==> config.mk <==
export PLATFORM = sky130hd
export DESIGN_NAME = multi_channel_compare_timer_flat
export DESIGN_NICKNAME = d
export VERILOG_FILES = /design/src/mct_pkg.sv /design/src/mct_req_if.sv /design/src/mct_rsp_if.sv /design/src/multi_channel_compare_timer.sv /design/src/mct_convert.sv /design/src/mct_engine.sv /design/src/flat_wrapper.sv
export SDC_FILE = /design/constraint.sdc
export NUM_CORES = 1
export LEC_CHECK = 0
export ABC_AREA = 1
export CORE_AREA = 2 2 240 242
export CTS_BUF_LIST = sky130_fd_sc_hd__clkbuf_8 sky130_fd_sc_hd__clkbuf_16
export CTS_CLUSTER_DIAMETER = 80
export DETAILED_ROUTE_END_ITERATION = 10
export DIE_AREA = 0 0 242 244
export DONT_BUFFER_PORTS = 1
export PLACE_DENSITY = 0.8
export SLEW_MARGIN = 10
export SYNTH_ARGS = -nofsm -noshare
export SYNTH_HDL_FRONTEND = slang
export SYNTH_SLANG_ARGS = --single-unit
==> constraint.sdc <==
create_clock -name clock -period 8 [get_ports clock]
set_input_delay 2.4 -clock clock [delete_from_list [all_inputs] [get_ports clock]]
set_output_delay 2.4 -clock clock [all_outputs]
set_load 0.05 [all_outputs]
==> src/mct_pkg.sv <==
// Shared types and constants for the multi-channel compare timer.
// Field widths, operation and unit codes, and millisecond conversion constants.
// No dependencies.
package mct_pkg;

   localparam int OP_BITS     = 2;
   localparam int CHAN_BITS   = 2;
   localparam int AMOUNT_BITS = 24;
   localparam int UNIT_BITS   = 2;
   localparam int FIRED_BITS  = 3;
   localparam int COUNT_BITS  = 24;

   localparam logic [OP_BITS-1:0] OP_TICK         = 2'd0;
   localparam logic [OP_BITS-1:0] OP_ARM_PERIODIC = 2'd1;
   localparam logic [OP_BITS-1:0] OP_ARM_SINGLE   = 2'd2;
   localparam logic [OP_BITS-1:0] OP_DELAY        = 2'd3;

   localparam logic [UNIT_BITS-1:0] UNIT_TICKS = 2'd0;
   localparam logic [UNIT_BITS-1:0] UNIT_MS    = 2'd1;
   localparam logic [UNIT_BITS-1:0] UNIT_SEC   = 2'd2;

   // Seconds: amount * 32768
   localparam int SEC_SHIFT = 15;

   // Milliseconds: ceil(amount * 4096 / 125), amount split in two halves
   localparam int MS_NUM     = 4096;
   localparam int MS_DEN     = 125;
   localparam int HALF_BITS  = AMOUNT_BITS / 2;
   localparam int MS_HI_Q    = ((2 ** HALF_BITS) * MS_NUM) / MS_DEN;
   localparam int MS_HI_R    = ((2 ** HALF_BITS) * MS_NUM) % MS_DEN;
   localparam int MS_LO_Q    = MS_NUM / MS_DEN;
   localparam int MS_LO_R    = MS_NUM % MS_DEN;
   localparam int MS_ROUND   = MS_DEN - 1;
   localparam int BASE_BITS  = 30;
   localparam int REM_BITS   = 20;

   // Remainder over 125 by reciprocal, exact for every remainder sum below 2^20
   localparam int RECIP_SHIFT = 27;
   localparam int RECIP_MUL   = ((2 ** RECIP_SHIFT) + MS_DEN - 1) / MS_DEN;
   localparam int RECIP_BITS  = 21;
   localparam int PROD_BITS   = REM_BITS + RECIP_BITS;

   localparam int WIDE_BITS = AMOUNT_BITS + SEC_SHIFT + 1;

   typedef struct packed {
      logic                 valid;
      logic [OP_BITS-1:0]   op;
      logic [CHAN_BITS-1:0] channel;
   } cmd_type;

endpackage

==> src/mct_req_if.sv <==
// Request channel of the compare timer: valid/ready plus one command item.
// Depends on mct_pkg for field widths.
interface mct_req_if;
   logic                          valid;
   logic                          ready;
   logic [mct_pkg::OP_BITS-1:0]     op;
   logic [mct_pkg::CHAN_BITS-1:0]   channel;
   logic [mct_pkg::AMOUNT_BITS-1:0] amount;
   logic [mct_pkg::UNIT_BITS-1:0]   unit;

   modport source (output valid, op, channel, amount, unit, input ready);
   modport sink   (input valid, op, channel, amount, unit, output ready);
endinterface

==> src/mct_rsp_if.sv <==
// Response channel of the compare timer: valid/ready plus one result item.
// Depends on mct_pkg for field widths.
interface mct_rsp_if;
   logic                           valid;
   logic                           ready;
   logic [mct_pkg::FIRED_BITS-1:0] fired;
   logic                           delay_done;
   logic                           delay_busy;
   logic [mct_pkg::COUNT_BITS-1:0] count_now;

   modport source (output valid, fired, delay_done, delay_busy, count_now, input ready);
   modport sink   (input valid, fired, delay_done, delay_busy, count_now, output ready);
endinterface

==> src/multi_channel_compare_timer.sv <==
// Top level of the multi-channel compare timer.
// Depends on mct_pkg, mct_req_if, mct_rsp_if, mct_convert and mct_engine.

// The block takes one request beat per clock cycle unless a stalled response
// holds it, and returns exactly one response beat for each, in order. A request
// either counts one tick, arms a callback channel (periodic or one-shot) or
// starts the delay channel; the amount is given in ticks, milliseconds
// (amount*4096/125 ticks, rounded up) or seconds (32768 ticks each). A request
// passes through the input register and two conversion stages before the
// execute stage updates the counter and the compare channels and registers its
// response. The rate of one beat per cycle is set by the execute stage, which
// does the counter increment, all channel compares and the compare reload
// together. A stalled response holds the pipe behind it; bubbles ahead of it
// still fill.
module multi_channel_compare_timer #(
   parameter int CALLBACK_CHANNELS = 3,
   parameter int COUNTER_BITS      = 24
) (
   input logic       clock,
   input logic       reset,
   mct_req_if.sink   req,
   mct_rsp_if.source rsp
);

   mct_pkg::cmd_type        cmd;
   logic [COUNTER_BITS-1:0] ticks;
   logic                    engine_ready;

   mct_convert #(
      .COUNTER_BITS (COUNTER_BITS)
   ) u_convert (
      .clock (clock),
      .reset (reset),
      .req   (req),
      .ready (engine_ready),
      .cmd   (cmd),
      .ticks (ticks)
   );

   mct_engine #(
      .CALLBACK_CHANNELS (CALLBACK_CHANNELS),
      .COUNTER_BITS      (COUNTER_BITS)
   ) u_engine (
      .clock (clock),
      .reset (reset),
      .cmd   (cmd),
      .ticks (ticks),
      .ready (engine_ready),
      .rsp   (rsp)
   );

endmodule

==> src/mct_convert.sv <==
// Input register and two-stage unit conversion of the amount into ticks.
// Depends on mct_pkg and mct_req_if.
module mct_convert #(
   parameter int COUNTER_BITS = 24
) (
   input  logic                    clock,
   input  logic                    reset,
   mct_req_if.sink                 req,
   input  logic                    ready,
   output mct_pkg::cmd_type        cmd,
   output logic [COUNTER_BITS-1:0] ticks
);

   // stage 0: input register
   logic                              v0_ff, v0_in;
   logic [mct_pkg::OP_BITS-1:0]       op0_ff;
   logic [mct_pkg::CHAN_BITS-1:0]     ch0_ff;
   logic [mct_pkg::AMOUNT_BITS-1:0]   amt0_ff;
   logic [mct_pkg::UNIT_BITS-1:0]     unit0_ff;

   // stage 1: split products
   logic                              v1_ff, v1_in;
   logic [mct_pkg::OP_BITS-1:0]       op1_ff;
   logic [mct_pkg::CHAN_BITS-1:0]     ch1_ff;
   logic [mct_pkg::AMOUNT_BITS-1:0]   amt1_ff;
   logic [mct_pkg::UNIT_BITS-1:0]     unit1_ff;
   logic [mct_pkg::BASE_BITS-1:0]     base1_ff, base_in;
   logic [mct_pkg::REM_BITS-1:0]      rem1_ff, rem_in;

   // stage 2: ticks
   logic                              v2_ff, v2_in;
   logic [mct_pkg::OP_BITS-1:0]       op2_ff;
   logic [mct_pkg::CHAN_BITS-1:0]     ch2_ff;
   logic [COUNTER_BITS-1:0]           ticks2_ff, ticks_in;

   logic                              ready0, ready1, ready2;
   logic [mct_pkg::HALF_BITS-1:0]     amt_hi, amt_lo;
   logic [mct_pkg::PROD_BITS-1:0]     recip_prod;
   logic [mct_pkg::BASE_BITS-1:0]     ms_ticks;
   logic [mct_pkg::WIDE_BITS-1:0]     wide_ticks;

   assign ready2    = !v2_ff || ready;
   assign ready1    = !v1_ff || ready2;
   assign ready0    = !v0_ff || ready1;
   assign req.ready = ready0;

   assign v0_in = ready0 ? req.valid : v0_ff;
   assign v1_in = ready1 ? v0_ff : v1_ff;
   assign v2_in = ready2 ? v1_ff : v2_ff;

   // amount*4096 + 124 = 125*(hi*MS_HI_Q + lo*MS_LO_Q) + (hi*MS_HI_R + lo*MS_LO_R + 124)
   always_comb begin
      amt_hi  = amt0_ff[mct_pkg::AMOUNT_BITS-1:mct_pkg::HALF_BITS];
      amt_lo  = amt0_ff[mct_pkg::HALF_BITS-1:0];
      base_in = mct_pkg::BASE_BITS'(amt_hi) * mct_pkg::BASE_BITS'(mct_pkg::MS_HI_Q)
              + mct_pkg::BASE_BITS'(amt_lo) * mct_pkg::BASE_BITS'(mct_pkg::MS_LO_Q);
      rem_in  = mct_pkg::REM_BITS'(amt_hi) * mct_pkg::REM_BITS'(mct_pkg::MS_HI_R)
              + mct_pkg::REM_BITS'(amt_lo) * mct_pkg::REM_BITS'(mct_pkg::MS_LO_R)
              + mct_pkg::REM_BITS'(mct_pkg::MS_ROUND);
   end

   always_comb begin
      recip_prod = mct_pkg::PROD_BITS'(rem1_ff) * mct_pkg::PROD_BITS'(mct_pkg::RECIP_MUL);
      ms_ticks   = base1_ff + mct_pkg::BASE_BITS'(
                      recip_prod[mct_pkg::PROD_BITS-1:mct_pkg::RECIP_SHIFT]);
      case (unit1_ff)
         mct_pkg::UNIT_MS: begin
            wide_ticks = mct_pkg::WIDE_BITS'(ms_ticks);
         end
         mct_pkg::UNIT_SEC: begin
            wide_ticks = mct_pkg::WIDE_BITS'(amt1_ff) << mct_pkg::SEC_SHIFT;
         end
         default: begin
            wide_ticks = mct_pkg::WIDE_BITS'(amt1_ff);
         end
      endcase
      ticks_in = wide_ticks[COUNTER_BITS-1:0];
   end

   always_ff @(posedge clock) begin
      if (reset) begin
         v0_ff <= 1'b0;
         v1_ff <= 1'b0;
         v2_ff <= 1'b0;
      end else begin
         v0_ff <= v0_in;
         v1_ff <= v1_in;
         v2_ff <= v2_in;
      end
   end

   always_ff @(posedge clock) begin
      if (ready0 && req.valid) begin
         op0_ff   <= req.op;
         ch0_ff   <= req.channel;
         amt0_ff  <= req.amount;
         unit0_ff <= req.unit;
      end
      if (ready1 && v0_ff) begin
         op1_ff   <= op0_ff;
         ch1_ff   <= ch0_ff;
         amt1_ff  <= amt0_ff;
         unit1_ff <= unit0_ff;
         base1_ff <= base_in;
         rem1_ff  <= rem_in;
      end
      if (ready2 && v1_ff) begin
         op2_ff    <= op1_ff;
         ch2_ff    <= ch1_ff;
         ticks2_ff <= ticks_in;
      end
   end

   assign cmd.valid   = v2_ff;
   assign cmd.op      = op2_ff;
   assign cmd.channel = ch2_ff;
   assign ticks       = ticks2_ff;

endmodule

==> src/mct_engine.sv <==
// Counter, compare channels, delay channel and the result register.
// Depends on mct_pkg and mct_rsp_if.
module mct_engine #(
   parameter int CALLBACK_CHANNELS = 3,
   parameter int COUNTER_BITS      = 24
) (
   input  logic                    clock,
   input  logic                    reset,
   input  mct_pkg::cmd_type        cmd,
   input  logic [COUNTER_BITS-1:0] ticks,
   output logic                    ready,
   mct_rsp_if.source               rsp
);

   localparam int CW = COUNTER_BITS;
   localparam int NC = CALLBACK_CHANNELS;

   logic [CW-1:0]          count_ff, count_in;
   logic [NC-1:0][CW-1:0]  cmp_ff, cmp_in;
   logic [NC-1:0][CW-1:0]  period_ff, period_in;
   logic [CW-1:0]          delay_cmp_ff, delay_cmp_in;
   logic [NC-1:0]          enabled_ff, enabled_in;
   logic [NC-1:0]          single_ff, single_in;
   logic                   running_ff, running_in;

   logic                              rsp_valid_ff, rsp_valid_in;
   logic [mct_pkg::FIRED_BITS-1:0]    rsp_fired_ff, rsp_fired_in;
   logic                              rsp_done_ff, rsp_done_in;
   logic                              rsp_busy_ff;
   logic [mct_pkg::COUNT_BITS-1:0]    rsp_count_ff, rsp_count_in;

   logic                              fire;
   logic [CW-1:0]                     count_plus, arm_sum;
   logic [NC-1:0]                     hit;
   logic [NC+mct_pkg::FIRED_BITS-1:0] hit_ext;
   logic [CW+mct_pkg::COUNT_BITS-1:0] count_ext;

   assign ready        = !rsp_valid_ff || rsp.ready;
   assign fire         = cmd.valid && ready;
   assign rsp_valid_in = ready ? cmd.valid : rsp_valid_ff;
   assign count_plus   = count_ff + CW'(1);
   assign arm_sum      = count_ff + ticks;

   always_comb begin
      count_in     = count_ff;
      cmp_in       = cmp_ff;
      period_in    = period_ff;
      delay_cmp_in = delay_cmp_ff;
      enabled_in   = enabled_ff;
      single_in    = single_ff;
      running_in   = running_ff;
      hit          = '0;
      rsp_done_in  = 1'b0;
      if (fire) begin
         case (cmd.op)
            mct_pkg::OP_TICK: begin
               count_in = count_plus;
               if (running_ff && (delay_cmp_ff == count_plus)) begin
                  running_in  = 1'b0;
                  rsp_done_in = 1'b1;
               end
               for (int i = 0; i < NC; i++) begin
                  if (enabled_ff[i] && (cmp_ff[i] == count_plus)) begin
                     hit[i] = 1'b1;
                     if (single_ff[i]) begin
                        enabled_in[i] = 1'b0;
                     end else begin
                        cmp_in[i] = cmp_ff[i] + period_ff[i];
                     end
                  end
               end
            end
            mct_pkg::OP_DELAY: begin
               delay_cmp_in = arm_sum;
               running_in   = 1'b1;
            end
            default: begin
               // arm; a channel number past the last channel selects nothing
               for (int i = 0; i < NC; i++) begin
                  if (32'(cmd.channel) == i) begin
                     period_in[i]  = ticks;
                     single_in[i]  = (cmd.op == mct_pkg::OP_ARM_SINGLE);
                     enabled_in[i] = 1'b1;
                     cmp_in[i]     = arm_sum;
                  end
               end
            end
         endcase
      end
      hit_ext      = (NC + mct_pkg::FIRED_BITS)'(hit);
      rsp_fired_in = hit_ext[mct_pkg::FIRED_BITS-1:0];
      count_ext    = (CW + mct_pkg::COUNT_BITS)'(count_in);
      rsp_count_in = count_ext[mct_pkg::COUNT_BITS-1:0];
   end

   always_ff @(posedge clock) begin
      if (reset) begin
         count_ff     <= '0;
         enabled_ff   <= '0;
         single_ff    <= '0;
         running_ff   <= 1'b0;
         rsp_valid_ff <= 1'b0;
      end else begin
         count_ff     <= count_in;
         enabled_ff   <= enabled_in;
         single_ff    <= single_in;
         running_ff   <= running_in;
         rsp_valid_ff <= rsp_valid_in;
      end
   end

   // compare and period values are read only after an arm has written them
   always_ff @(posedge clock) begin
      cmp_ff       <= cmp_in;
      period_ff    <= period_in;
      delay_cmp_ff <= delay_cmp_in;
      if (fire) begin
         rsp_fired_ff <= rsp_fired_in;
         rsp_done_ff  <= rsp_done_in;
         rsp_busy_ff  <= running_in;
         rsp_count_ff <= rsp_count_in;
      end
   end

   assign rsp.valid      = rsp_valid_ff;
   assign rsp.fired      = rsp_fired_ff;
   assign rsp.delay_done = rsp_done_ff;
   assign rsp.delay_busy = rsp_busy_ff;
   assign rsp.count_now  = rsp_count_ff;

   a_nontick_quiet: assert property (@(posedge clock) disable iff (reset)
      (fire && (cmd.op != mct_pkg::OP_TICK)) |=>
         ($stable(count_ff) && (rsp_fired_ff == '0) && !rsp_done_ff))
      else $error("arm or delay beat moved the counter or reported a match");

   a_done_clears_busy: assert property (@(posedge clock) disable iff (reset)
      (rsp_valid_ff && rsp_done_ff) |-> !rsp_busy_ff)
      else $error("delay reported done while still busy");

   a_tick_never_enables: assert property (@(posedge clock) disable iff (reset)
      (fire && (cmd.op == mct_pkg::OP_TICK)) |=>
         ((enabled_ff & ~$past(enabled_ff)) == '0))
      else $error("tick beat enabled a channel");

   a_delay_starts_busy: assert property (@(posedge clock) disable iff (reset)
      (fire && (cmd.op == mct_pkg::OP_DELAY)) |=> (running_ff && rsp_busy_ff))
      else $error("delay start did not set busy");

endmodule

==> src/flat_wrapper.sv <==
// flat-port wrapper written by rule: the top's interface ports become plain ports
module multi_channel_compare_timer_flat 
#(
   parameter int CALLBACK_CHANNELS = 3,
   parameter int COUNTER_BITS      = 24
)
  (clock, reset, req_valid, req_op, req_channel, req_amount, req_unit, req_ready, rsp_valid, rsp_fired, rsp_delay_done, rsp_delay_busy, rsp_count_now, rsp_ready);
  mct_req_if req_i ();
  mct_rsp_if rsp_i ();
  input logic clock;
  input logic reset;
  input wire logic [$bits(req_i.valid)-1:0] req_valid;
  input wire logic [$bits(req_i.op)-1:0] req_op;
  input wire logic [$bits(req_i.channel)-1:0] req_channel;
  input wire logic [$bits(req_i.amount)-1:0] req_amount;
  input wire logic [$bits(req_i.unit)-1:0] req_unit;
  output wire logic [$bits(req_i.ready)-1:0] req_ready;
  output wire logic [$bits(rsp_i.valid)-1:0] rsp_valid;
  output wire logic [$bits(rsp_i.fired)-1:0] rsp_fired;
  output wire logic [$bits(rsp_i.delay_done)-1:0] rsp_delay_done;
  output wire logic [$bits(rsp_i.delay_busy)-1:0] rsp_delay_busy;
  output wire logic [$bits(rsp_i.count_now)-1:0] rsp_count_now;
  input wire logic [$bits(rsp_i.ready)-1:0] rsp_ready;
  assign req_i.valid = req_valid;
  assign req_i.op = req_op;
  assign req_i.channel = req_channel;
  assign req_i.amount = req_amount;
  assign req_i.unit = req_unit;
  assign req_ready = req_i.ready;
  assign rsp_valid = rsp_i.valid;
  assign rsp_fired = rsp_i.fired;
  assign rsp_delay_done = rsp_i.delay_done;
  assign rsp_delay_busy = rsp_i.delay_busy;
  assign rsp_count_now = rsp_i.count_now;
  assign rsp_i.ready = rsp_ready;
  multi_channel_compare_timer #(.CALLBACK_CHANNELS(CALLBACK_CHANNELS), .COUNTER_BITS(COUNTER_BITS)) u_core (.clock(clock), .reset(reset), .req(req_i), .rsp(rsp_i));
endmodule
==> impl_metrics.env <==
export IMPL_ant_nets=0
export IMPL_place_congestion=0.980
export IMPL_busiest_layer="met2"
export IMPL_ys_flop_type="edfxtp_1"
export IMPL_fin_crit_sh=0.917
export IMPL_tightest_slew_ns=1.02
export IMPL_fmax_ghz=0.136
export IMPL_synth_edf_count=325
export IMPL_area_growth_syn_to_layout_pct=7.72
export IMPL_fin_nets=4123
export IMPL_clk_latency_ns=0.59
export IMPL_htreeDepth=2
export IMPL_cts_tree="done"
export IMPL_dr_pass1_iters=6
export IMPL_slew_violations=0
export IMPL_use_met3=0.0331
export IMPL_drt_vias_per_instance=5.65
export IMPL_hp_class="flop to flop"
export IMPL_layout_drive_gt1_share=0.0388
export IMPL_use_met1=0.346
export IMPL_cts_buffers=42
export IMPL_setup_tns_ns=0
export IMPL_cp_end_kind="flop"
export IMPL_ys_ff_latch=360
export IMPL_cp_max_fo=6
export IMPL_grtUsageMet2=0.472
export IMPL_critPathRequiredTime_ns=8.32
export IMPL_critical_path_class="flop to flop"
export IMPL_rsz0062_at_grt="false"
export IMPL_clock_path_buffers=3
export IMPL_drc=0
export IMPL_yosys_top_cells_area="edfxtp_1, ha_1, fa_1"
export IMPL_cap_violations=0
export IMPL_fp_dieW_microns=242
export IMPL_yosys_area_top_type="edfxtp_1"
export IMPL_drtIter0Drc=1886
export IMPL_clkTransAtPathRegs_ns=0.06
export IMPL_grt_max_degree=71
export IMPL_start_kind="flop"
export IMPL_syn_num_nets=4091
export IMPL_cts_root_buf="clkbuf_16"
export IMPL_avgSynthCellArea_sq_um=8.90
export IMPL_worst_slack_ns=0.664
export IMPL_grt_usage=0.275
export IMPL_synth_top_cell_area_share=0.316
export IMPL_start_util=0.550
export IMPL_grt_pass1_vias=24389
export IMPL_pre_cts_ws_ns=0.706
export IMPL_routed_wirelength_microns=80400
export IMPL_synth_warnings=0
export IMPL_fin_hold_ws_ns=0.419
export IMPL_netlist_area_sq_um=30900
export IMPL_fp_dieArea_sq_um=59000
export IMPL_final_core_util=0.592
export IMPL_grt_pass1_wl_microns=127000
export IMPL_row_count=87
export IMPL_antenna_found_initial=1
export IMPL_cp_common_cell="inv_1"
export IMPL_cts_sinks=360
export IMPL_fp_dieH_microns=244
export IMPL_io_buffers=0
export IMPL_finalHoldViolations=0
export IMPL_critical_path_slowest_cell="fa_1"
export IMPL_status="finished clean"
export IMPL_cts_hold_buf=0
export IMPL_max_stage_delay_ns=0.55
export IMPL_slew_headroom=0.318
export IMPL_vias=24242
export IMPL_diodes=0
export IMPL_arrival_ns=7.66
export IMPL_core_area_sq_um=56200
export IMPL_netlist_instances=3471
export IMPL_grt_remaining_overflow=0
export IMPL_finalCriticalPeriod_ns=7.34
export IMPL_wl_per_cell_microns=18.7
export IMPL_setup_viol=0
export IMPL_async_reset_ff_frac=0
export IMPL_synth_cell_types=54
export IMPL_post_dp_hpwl_microns=66000
export IMPL_fin_skew_ns=0.0242
export IMPL_yosysSeqAreaShare=0.339
export IMPL_ios=65
layer usage:
layer / part of all wire / wire length (microns)
met1: 0.41 / 32900
met4: 0.052 / 4150
met5: 0 / 0
met2: 0.47 / 38000
met3: 0.067 / 5400
layout make-up:
class	count	area, sq um
clock buffers	47	1160
clock inverters	28	216
fillers	4801	22900
inverters	594	2230
multi-input cells	2491	18100
flip-flops and latches	360	10500
well taps	756	946
repair buffers	14	105
cells by family after synthesis:
logic type | Yosys count | synth area share
buffers and inverters | 620 | 0.0755
flip-flops | 360 | 0.339
AO/OA/AOI/OAI | 590 | 0.106
XOR/XNOR | 139 | 0.0399
AND/OR/NAND/NOR | 1176 | 0.162
adder cells (fa/ha/maj) | 586 | 0.278
sequential cells by signal, summed over array words and instances (netlist names), 3 cells and up:
register                       cells
u_core.u_convert.amt1_ff          24
u_core.u_convert.rem1_ff          19
u_core.u_engine.single_ff          3
u_core.u_engine.count_ff          24
u_core.u_convert.base1_ff         21
u_core.u_engine.cmp_ff            72
u_core.u_engine.period_ff         72
u_core.u_convert.amt0_ff          24
u_core.u_engine.rsp.fired          3
u_core.u_engine.enabled_ff         3
u_core.u_engine.delay_cmp_ff      24
u_core.u_convert.ticks            24
u_core.u_engine.rsp.count_now     24
worst max-delay path, delay by kind of cell (launching register included):
| family | cells | cell delay [ns] |
|---|---|---|
| adders and majority gates | 9 | 3.54 |
| DFF | 1 | 0.53 |
| AOI/OAI and AO/OA | 8 | 1.37 |
| xor gates and xnor gates | 1 | 0.29 |
| and+or+nand+nor | 8 | 0.73 |
| buffers and inverters | 9 | 0.63 |
through the flow:
| stage | instance area, sq um | std cells |
|---|---|---|
| 3_3_place_gp | 31900 | 4215 |
| 4_1_cts | 33300 | 4290 |
| 5_1_grt | 33300 | 4290 |
| 3_5_place_dp | 31900 | 4215 |
| 6_report | 33300 | 4290 |
| 2_1_floorplan | 30900 | 3471 |
synth_stat cells, types with 7 or more instances:
cell and number:
nor4_1 9, clkbuf_1 18, a21oi_1 269, a21o_1 15, edfxtp_1 325, o211ai_1 11, dfxtp_1 35, o21ai_1 7
xor2_1 98, nor3_1 43, a211oi_1 18, nand2_1 655, ha_1 419, nand2_2 15, nand3b_1 24, fa_1 167
o21ai_0 190, inv_1 586, or2_2 9, nand3_1 137, a21boi_0 7, nand4_1 38, a31oi_1 19, xnor2_1 40
nor2_1 220, o21bai_1 22
worst paths after layout:
check / startpoint / endpoint / slack (ns) / cells after the start
max reg2reg: u_core.u_convert.rem1_ff[2]$_DFFE_PP_ / u_core.u_convert.ticks[23]$_DFFE_PP_ / 0.66 / 35
max: u_core.u_convert.rem1_ff[2]$_DFFE_PP_ / u_core.u_convert.ticks[23]$_DFFE_PP_ / 0.66 / 35
min reg2reg: u_core.u_convert.unit0_ff[1]$_DFFE_PP_ / u_core.u_convert.unit1_ff[1]$_DFFE_PP_ / 0.42 / 0
min: u_core.u_convert.unit0_ff[1]$_DFFE_PP_ / u_core.u_convert.unit1_ff[1]$_DFFE_PP_ / 0.42 / 0
what timing repair did:
item                                    4_1_cts  5_1_grt
resized for setup                             0        2
endpoints found under the setup margin        0        1
buffers inserted                              0        0
layout by cell type, fill, tap and decap left out, drive strengths merged, types with 40 or more instances in the layout:
| cell type | n |
|---|---|
| nand2 | 670 |
| inv | 601 |
| ha | 419 |
| edfxtp | 325 |
| a21oi | 269 |
| nor2 | 229 |
| o21ai | 199 |
| fa | 167 |
| nand3 | 139 |
| xor2 | 98 |
| clkbuf | 47 |
| nor3 | 43 |
| xnor2 | 40 |
Power is not shown: default switching activity piles up to over one toggle a cycle in this logic, so the estimate is an artifact.
